<file path="config.mk">
export PLATFORM = sky130hd
export DESIGN_NAME = japanese_encoding_guesser_core
export DESIGN_NICKNAME = d
export VERILOG_FILES = /design/src/sv/jeg_pkg.sv /design/src/sv/japanese_encoding_guesser_core.sv
export SDC_FILE = /design/constraint.sdc
export NUM_CORES = 1
export LEC_CHECK = 0
export ABC_AREA = 0
export CAP_MARGIN = 10
export CORE_ASPECT_RATIO = 0.8
export CORE_MARGIN = 3
export CORE_UTILIZATION = 42
export CTS_BUF_LIST = sky130_fd_sc_hd__clkbuf_4
export DETAILED_ROUTE_END_ITERATION = 8
export DONT_BUFFER_PORTS = 1
export GPL_TIMING_DRIVEN = 0
export PLACE_DENSITY = 0.64
export SYNTH_ARGS = -nofsm -noshare
export SYNTH_HDL_FRONTEND = slang
export SYNTH_SLANG_ARGS = --single-unit
</file>
<file path="constraint.sdc">
create_clock -name clk_i -period 7.3 [get_ports clk_i]
set_input_delay 1.825 -clock clk_i [delete_from_list [all_inputs] [get_ports clk_i]]
set_output_delay 1.825 -clock clk_i [all_outputs]
set_load 0.02 [all_outputs]
</file>
<file path="src/sv/jeg_pkg.sv">
// ----------------------------------------------------------------------------
// jeg_pkg: shared types and constants of the Japanese encoding guesser
// Byte classes, ISO-2022-JP escape matching and the verdict codes.
// ----------------------------------------------------------------------------
`default_nettype none

package jeg_pkg;

  localparam int unsigned ByteW    = 8;
  localparam int unsigned LimitW   = 16;
  localparam int unsigned PosW     = 17;
  localparam int unsigned PenW     = 20;
  localparam int unsigned AddW     = 4;
  localparam int unsigned SpanLen  = 6;
  localparam int unsigned WinDepth = SpanLen - 1;

  localparam logic [LimitW-1:0] LimitReset = 16'hffff;
  localparam logic [PosW-1:0]   PosMax     = 17'h1ffff;
  localparam logic [PenW-1:0]   PenMax     = 20'hfffff;

  localparam logic [AddW-1:0] AddNone  = 4'd0;
  localparam logic [AddW-1:0] AddSmall = 4'd1;
  localparam logic [AddW-1:0] AddLarge = 4'd10;

  // Byte values used by the scoring rules
  localparam logic [7:0] ChEsc      = 8'h1b;
  localparam logic [7:0] ChDollar   = 8'h24;
  localparam logic [7:0] ChAmp      = 8'h26;
  localparam logic [7:0] ChParen    = 8'h28;
  localparam logic [7:0] ChAt       = 8'h40;
  localparam logic [7:0] ChB        = 8'h42;
  localparam logic [7:0] ChD        = 8'h44;
  localparam logic [7:0] ChI        = 8'h49;
  localparam logic [7:0] ChJ        = 8'h4a;
  localparam logic [7:0] EucKana    = 8'h8e;
  localparam logic [7:0] EucLevel2  = 8'hd0;
  localparam logic [15:0] SjisLevel2 = 16'h989f;

  typedef enum logic [2:0] {
    VerdictIso2022 = 3'd0,
    VerdictSjis    = 3'd1,
    VerdictEuc     = 3'd2,
    VerdictAscii   = 3'd3,
    VerdictUnknown = 3'd4
  } verdict_e;

  // Six bytes, index 0 is the oldest
  typedef logic [SpanLen-1:0][7:0] span_t;

  function automatic logic in_euc(input logic [7:0] c);
    return (c >= 8'ha1) && (c <= 8'hfe);
  endfunction

  function automatic logic in_kana(input logic [7:0] c);
    return (c >= 8'ha0) && (c <= 8'hdf);
  endfunction

  function automatic logic in_sj1(input logic [7:0] c);
    return ((c >= 8'h81) && (c <= 8'h9f)) || ((c >= 8'he0) && (c <= 8'hef));
  endfunction

  function automatic logic in_sj2(input logic [7:0] c);
    return (c >= 8'h40) && (c <= 8'hfc) && (c != 8'h7f);
  endfunction

  // True when the span opens with one of the seven ISO-2022-JP escapes
  function automatic logic esc_match(input span_t s);
    logic hit;
    hit = 1'b0;
    if (s[0] == ChEsc) begin
      if (s[1] == ChDollar && (s[2] == ChAt || s[2] == ChB)) hit = 1'b1;
      if (s[1] == ChAmp && s[2] == ChAt && s[3] == ChEsc && s[4] == ChDollar &&
          s[5] == ChB) hit = 1'b1;
      if (s[1] == ChDollar && s[2] == ChParen && s[3] == ChD) hit = 1'b1;
      if (s[1] == ChParen && (s[2] == ChB || s[2] == ChJ || s[2] == ChI)) hit = 1'b1;
    end
    return hit;
  endfunction

endpackage

`default_nettype wire

</file>
<file path="src/sv/japanese_encoding_guesser_core.sv">
// ----------------------------------------------------------------------------
// japanese_encoding_guesser_core: ISO-2022-JP / SJIS / EUC-JP guesser
// Scores a byte string and reports one encoding verdict per string.
// ----------------------------------------------------------------------------
// Usage:
//   Feed a string on the slave stream one byte per transfer, tdata[7:0] the
//   byte and tlast on its final byte. Each string yields exactly one verdict
//   transfer on the master stream (tdata[2:0]); other bytes yield nothing.
//   scan_limit is written through cfg_wr_en_i / cfg_wr_data_i while idle.
//   Output: the last byte sits in the input register, and the scoring logic
//   loads the verdict into the result register from there.
//   Throughput: one byte per cycle while no last byte is held back (see
//   Stall); the per-byte state update (window shift, escape match and one
//   saturating score add per encoding) is combinational from the input
//   register.
//   Stall: while a verdict waits for m_axis_tready, bytes of the next string
//   keep flowing until its last byte, which holds in the input register.
//   Reset clears the per-string counters, flags and scores (not the byte window) and sets scan_limit to 65535.
// ----------------------------------------------------------------------------
`default_nettype none

module japanese_encoding_guesser_core #(
  parameter int unsigned LimitW = jeg_pkg::LimitW
) (
  input  wire                clk_i,
  input  wire                rst_ni,
  // Configuration: scan_limit
  input  wire                cfg_wr_en_i,
  input  wire  [LimitW-1:0]  cfg_wr_data_i,
  // Slave stream
  input  wire                s_axis_tvalid,
  output logic               s_axis_tready,
  input  wire  [7:0]         s_axis_tdata,   // [7:0] text_byte
  input  wire                s_axis_tlast,   // is_last
  // Master stream
  output logic               m_axis_tvalid,
  input  wire                m_axis_tready,
  output logic [7:0]         m_axis_tdata    // [2:0] verdict, [7:3] zero
);
  import jeg_pkg::*;

  localparam int unsigned PosW2 = (LimitW + 1 > PosW) ? LimitW + 1 : PosW;

  // Input register
  logic             in_valid_q;
  logic [7:0]       in_byte_q;
  logic             in_last_q;

  // Per-string state
  logic [7:0]       win_q [WinDepth];
  logic [PosW-1:0]  pos_q;
  logic             esc_q;
  logic             euc_pend_q, sjis_pend_q;
  logic [PenW-1:0]  euc_pen_q, sjis_pen_q;
  logic [LimitW-1:0] limit_q;

  // Result register
  logic             out_valid_q;
  verdict_e         verdict_q;

  logic             fire;
  logic             out_free;

  // Fire the scoring stage unless a verdict would overwrite one still waiting
  assign out_free      = !out_valid_q || m_axis_tready;
  assign fire          = in_valid_q && (!in_last_q || out_free);
  assign s_axis_tready = !in_valid_q || fire;

  // Capture the incoming transfer
  always_ff @(posedge clk_i or negedge rst_ni) begin
    if (!rst_ni) begin
      in_valid_q <= 1'b0;
    end else if (s_axis_tready) begin
      in_valid_q <= s_axis_tvalid;
    end
  end

  always_ff @(posedge clk_i) begin
    if (s_axis_tready && s_axis_tvalid) begin
      in_byte_q <= s_axis_tdata;
      in_last_q <= s_axis_tlast;
    end
  end

  // Configuration register
  always_ff @(posedge clk_i or negedge rst_ni) begin
    if (!rst_ni) begin
      limit_q <= LimitReset[LimitW-1:0];
    end else if (cfg_wr_en_i) begin
      limit_q <= cfg_wr_data_i;
    end
  end

  // Scoring logic
  span_t           span;
  logic [7:0]      lead, trail;
  logic [PosW2-1:0] pos_x, lim_x;
  logic            esc_ok, score_ok, pair_ok;
  logic            esc_d;
  logic            euc_pend_d, sjis_pend_d;
  logic [AddW-1:0] euc_add, sjis_add;
  logic [PenW:0]   euc_sum, sjis_sum;
  logic [PenW-1:0] euc_pen_d, sjis_pen_d;
  logic [PosW-1:0] pos_d;
  verdict_e        verdict_d;

  always_comb begin
    for (int k = 0; k < WinDepth; k++) begin
      span[k] = win_q[WinDepth-1-k];
    end
    span[SpanLen-1] = in_byte_q;
    lead  = win_q[1];
    trail = win_q[0];

    pos_x = PosW2'(pos_q);
    lim_x = PosW2'(limit_q);
    // escape starting at pos-5 lies below the limit
    esc_ok   = (pos_q >= PosW'(5)) && ((pos_x - PosW2'(5)) < lim_x);
    // scoring position pos-2, and its trail at pos-1, below the limit
    score_ok = (pos_q >= PosW'(2)) && ((pos_x - PosW2'(2)) < lim_x);
    pair_ok  = (pos_x - PosW2'(1)) < lim_x;

    esc_d = esc_q || (esc_ok && esc_match(span));

    // EUC-JP
    euc_add    = AddNone;
    euc_pend_d = 1'b0;
    if (pos_q >= PosW'(2) && !euc_pend_q && score_ok) begin
      if (in_euc(lead) || lead == EucKana) begin
        if (pair_ok) begin
          if (lead == EucKana ? in_kana(trail) : in_euc(trail)) begin
            euc_add    = (lead == EucKana || lead >= EucLevel2) ? AddSmall : AddNone;
            euc_pend_d = 1'b1;
          end else begin
            euc_add = AddLarge;
          end
        end
      end else if (lead[7]) begin
        euc_add = AddLarge;
      end
    end

    // SJIS
    sjis_add    = AddNone;
    sjis_pend_d = 1'b0;
    if (pos_q >= PosW'(2) && !sjis_pend_q && score_ok) begin
      if (in_sj1(lead)) begin
        if (pair_ok) begin
          if (in_sj2(trail)) begin
            sjis_add    = ({lead, trail} >= SjisLevel2) ? AddSmall : AddNone;
            sjis_pend_d = 1'b1;
          end else begin
            sjis_add = AddLarge;
          end
        end
      end else if (lead[7]) begin
        sjis_add = in_kana(lead) ? AddSmall : AddLarge;
      end
    end

    // Saturating score update
    euc_sum    = {1'b0, euc_pen_q} + (PenW + 1)'(euc_add);
    sjis_sum   = {1'b0, sjis_pen_q} + (PenW + 1)'(sjis_add);
    euc_pen_d  = (euc_sum > {1'b0, PenMax}) ? PenMax : euc_sum[PenW-1:0];
    sjis_pen_d = (sjis_sum > {1'b0, PenMax}) ? PenMax : sjis_sum[PenW-1:0];

    pos_d = (pos_q < PosMax) ? pos_q + PosW'(1) : pos_q;

    // Verdict from the updated state
    if (esc_d) begin
      verdict_d = VerdictIso2022;
    end else if (sjis_pen_d < euc_pen_d) begin
      verdict_d = VerdictSjis;
    end else if (sjis_pen_d > euc_pen_d) begin
      verdict_d = VerdictEuc;
    end else if (sjis_pen_d == '0) begin
      verdict_d = VerdictAscii;
    end else begin
      verdict_d = VerdictUnknown;
    end
  end

  // Advance the byte window
  always_ff @(posedge clk_i) begin
    if (fire) begin
      win_q[0] <= in_byte_q;
      for (int k = 1; k < WinDepth; k++) begin
        win_q[k] <= win_q[k-1];
      end
    end
  end

  // Update per-string state; clear it after the last byte
  always_ff @(posedge clk_i or negedge rst_ni) begin
    if (!rst_ni) begin
      pos_q       <= '0;
      esc_q       <= 1'b0;
      euc_pend_q  <= 1'b0;
      sjis_pend_q <= 1'b0;
      euc_pen_q   <= '0;
      sjis_pen_q  <= '0;
    end else if (fire) begin
      if (in_last_q) begin
        pos_q       <= '0;
        esc_q       <= 1'b0;
        euc_pend_q  <= 1'b0;
        sjis_pend_q <= 1'b0;
        euc_pen_q   <= '0;
        sjis_pen_q  <= '0;
      end else begin
        pos_q       <= pos_d;
        esc_q       <= esc_d;
        euc_pend_q  <= euc_pend_d;
        sjis_pend_q <= sjis_pend_d;
        euc_pen_q   <= euc_pen_d;
        sjis_pen_q  <= sjis_pen_d;
      end
    end
  end

  // Result register
  always_ff @(posedge clk_i or negedge rst_ni) begin
    if (!rst_ni) begin
      out_valid_q <= 1'b0;
    end else if (fire && in_last_q) begin
      out_valid_q <= 1'b1;
    end else if (m_axis_tready) begin
      out_valid_q <= 1'b0;
    end
  end

  always_ff @(posedge clk_i) begin
    if (fire && in_last_q) begin
      verdict_q <= verdict_d;
    end
  end

  assign m_axis_tvalid = out_valid_q;
  assign m_axis_tdata  = {5'b0, verdict_q};

endmodule

`default_nettype wire

</file>
==> out/results.ini <==
[detailed_routing]
wl_met2_microns = 10900
via_count = 7709
drtIter0Drc = 578
antenna_left = 0
top_layer_used = met4
drc = 0
vias_per_cell = 5.61
m1WireLength_microns = 11400
met3_length_microns = 1350
dr.pass1.iters = 5
routed_wl_microns = 23900
routedWlPerCell_microns = 17.4

[global_routing]
grt_pass1_wl_microns = 37600
antenna_found_initial = 1
grt_max_degree = 79
grt_usage_pct = 19.8
overflow = 0
grt_pass1_vias = 7159

[clock_network]
cts_hold_buf = 0
cts-root-buf = clkbuf_4
cts_tree = done
h-tree-depth = 4
cts.clk_slew.worst_paths_ns = 0.15
numCtsBuffers = 17
clk_latency_ns = 0.57
clock-sinks = 130
clk_path_buf_depth = 2

[die]
row_count = 48
die_h_microns = 139
die_w_microns = 172
start_util_pct = 42.9
dieArea_sq_um = 24000
pin_count = 40
fp.coreArea_sq_um = 21700

[sta]
slew_violations = 0
worst_pin_slew_ns = 0.985
max_freq_ghz = 0.137
finClkSkew_ns = 0.0312
min_period_ns = 7.29
fin_crit_sh_pct = 99.9
hold_viol = 0
rsz0062_at_grt = true
slew_headroom_pct = 34.1
finalWorstSetupSlack_ns = 0.00900
setup_viol = 0

[final_layout]
fin_util_pct = 48.9
final_area_sq_um = 10600
drive_gt1_share_pct = 18.1
nets = 1170
final_common_cell = nand2_1
syn_to_final_growth_pct = 13.9
final_cell_mix = 95 x nand2_1, 74 x ha_1, 68 x nor2_1
fillers = 1991

[power_and_ir_drop]
ir_worst_vdd_v = 0.000131
p_leak_nw = 4.62
power.density_nw_per_um2 = 181
fin_total_pwr_mw = 1.92

[critical_path]
critPathCaptureType = flop
cp_data_required_time_ns = 7.62
critical_path_class = reg -> reg
critPathBufInv = 6
crit_path_start = pos_q[6]$_DFFE_PN0P_
cpMaxStageDelayCell = or4_4
worstPathArrival_ns = 7.61
cpLargestDelayFamily = simple AND/OR/NAND/NOR gates
path_common_cell = buf_4
critPathMaxStageDelay_ns = 0.56
crit_path_start_kind = flop
path_max_fanout = 6
regToRegStartpoint = pos_q[6]$_DFFE_PN0P_

[placed_design]
portBuffers = 0
placed_cell_area_sq_um = 9720
dpl.hpwl_microns = 16900
gp_congestion = 0.888
place_ws_ns = -1.97

[run_status]
status = complete, no violations

[logic_synthesis]
synth_edf_count = 52
synth-main-ff-cell = dfrtp_1
synth.yosys.seq_area_share_pct = 38.0
synthArstFlopShare_pct = 60.0
synth-seq-cells = 130
synth_warnings = 0
synth.top_cell.area_share_pct = 16.8
synth_area_per_cell_sq_um = 9.25
synth_area_sq_um = 9310
syn_inst = 1006
synth_area_leaders = edfxtp_1 17%, dfrtp_1 17%, ha_1 10%
ys_types = 85
yosysTopAreaCell = edfxtp_1

[min_path]
hold_class = reg -> reg
worstHoldStart = win_q[0][23]$_DFFE_PP_

[flow_run]
maxCapViolations = 0

## sequential cells by signal, summed over array words and instances, names as in the netlist, 3 cells and up
register / count
win_q: 40
euc_pen_q: 20
sjis_pen_q: 20
pos_q: 17
limit_q: 16
in_byte_q: 8
verdict_q: 3
## final timing paths
| kind | endpoint | slack (ns) | cells after the start |
|---|---|---|---|
| worst max-delay path | verdict_q[1]$_SDFFCE_PP0P_ | 0.009 | 31 |
| worst min-delay path | win_q[0][31]$_DFFE_PP_ | 0.44 | 0 |
| worst max register to register | verdict_q[1]$_SDFFCE_PP0P_ | 0.009 | 31 |
| worst min register to register | win_q[0][31]$_DFFE_PP_ | 0.44 | 0 |
| max in group asynchronous | limit_q[0]$_DFFE_PN1P_ | 6.13 | 0 |
| min in group asynchronous | euc_pen_q[9]$_DFFE_PN0P_ | 0.94 | 0 |
## Yosys cell counts, types with 5 or more instances
cell and count:
inv_1 48, or2_2 5, nor2b_1 10, nor2_1 71, a2bb2oi_1 5, o21ai_0 52, nor3_1 25, xnor2_1 41
buf_4 9, nand2b_1 16, clkbuf_1 39, a21oi_1 57, and3_1 18, and2_1 9, nand4_1 22, a211oi_1 8
or3_1 8, ha_1 78, o21a_1 6, nand3b_1 8, nand3_1 24, nor4_1 7, o22a_1 13, edfxtp_1 52
a31oi_1 19, xor2_1 40, nor4b_1 9, dfstp_2 16, and4_1 10, buf_2 9, nand2_1 99, a21o_1 21
a31o_2 9, dfrtp_1 62, nor4bb_1 5
## cell type report
type | count | area, sq um | share of cell area, %
inverters | 48 | 180 | 1.70
clock inverters | 14 | 131 | 1.24
diodes | 2 | 5.00 | 0.0472
plain buffers | 55 | 327 | 3.08
multi-input cells | 771 | 5620 | 53.0
clock buffers | 18 | 135 | 1.27
repair buffers | 37 | 294 | 2.77
well taps | 300 | 375 | 3.54
flip-flops and latches | 130 | 3530 | 33.3
## per-stage QoR
stage	cells	setup TNS, ns	hold WS [ns]
after detailed placement	1311	-11.93	0.433
after floorplan	1010	0	0.418
after global routing	1375	-0.684	0.460
after global placement	1310	-9.49	0.426
final	1375	0	0.439
after CTS	1353	0	0.445
## metal layers
layer	global-route usage, %	up-vias
met4	4.07	0
met3	3.90	18
li1	-	3753
met2	30.3	201
met5	0	-
met1	29.2	3737
## cell families (layout without fill, tap and decap cells)
| family | Yosys count | in the layout | share of synthesized area (%) |
|---|---|---|---|
| other cells | 1 | 7 | 0.0403 |
| compound gates | 233 | 233 | 16.8 |
| fa+ha+maj | 81 | 81 | 11.0 |
| mux | 5 | 5 | 0.551 |
| flops | 130 | 130 | 38.0 |
| simple gates | 366 | 366 | 21.0 |
| xor+xnor | 81 | 81 | 7.62 |
| buf+inv | 109 | 172 | 4.96 |
## repair_timing
action,CTS,global route
endpoints found under the setup margin,32,3
setup buffers,13,23
resized for setup,52,47
pin swaps,17,35
## power breakdown
part	internal [mW]	switching [mW]	total [mW]
sequential	0.812	0.0348	0.847
combinational	0.250	0.331	0.581
clock	0.176	0.311	0.487
total	1.24	0.677	1.91
Power figures use the tool's default switching activity.
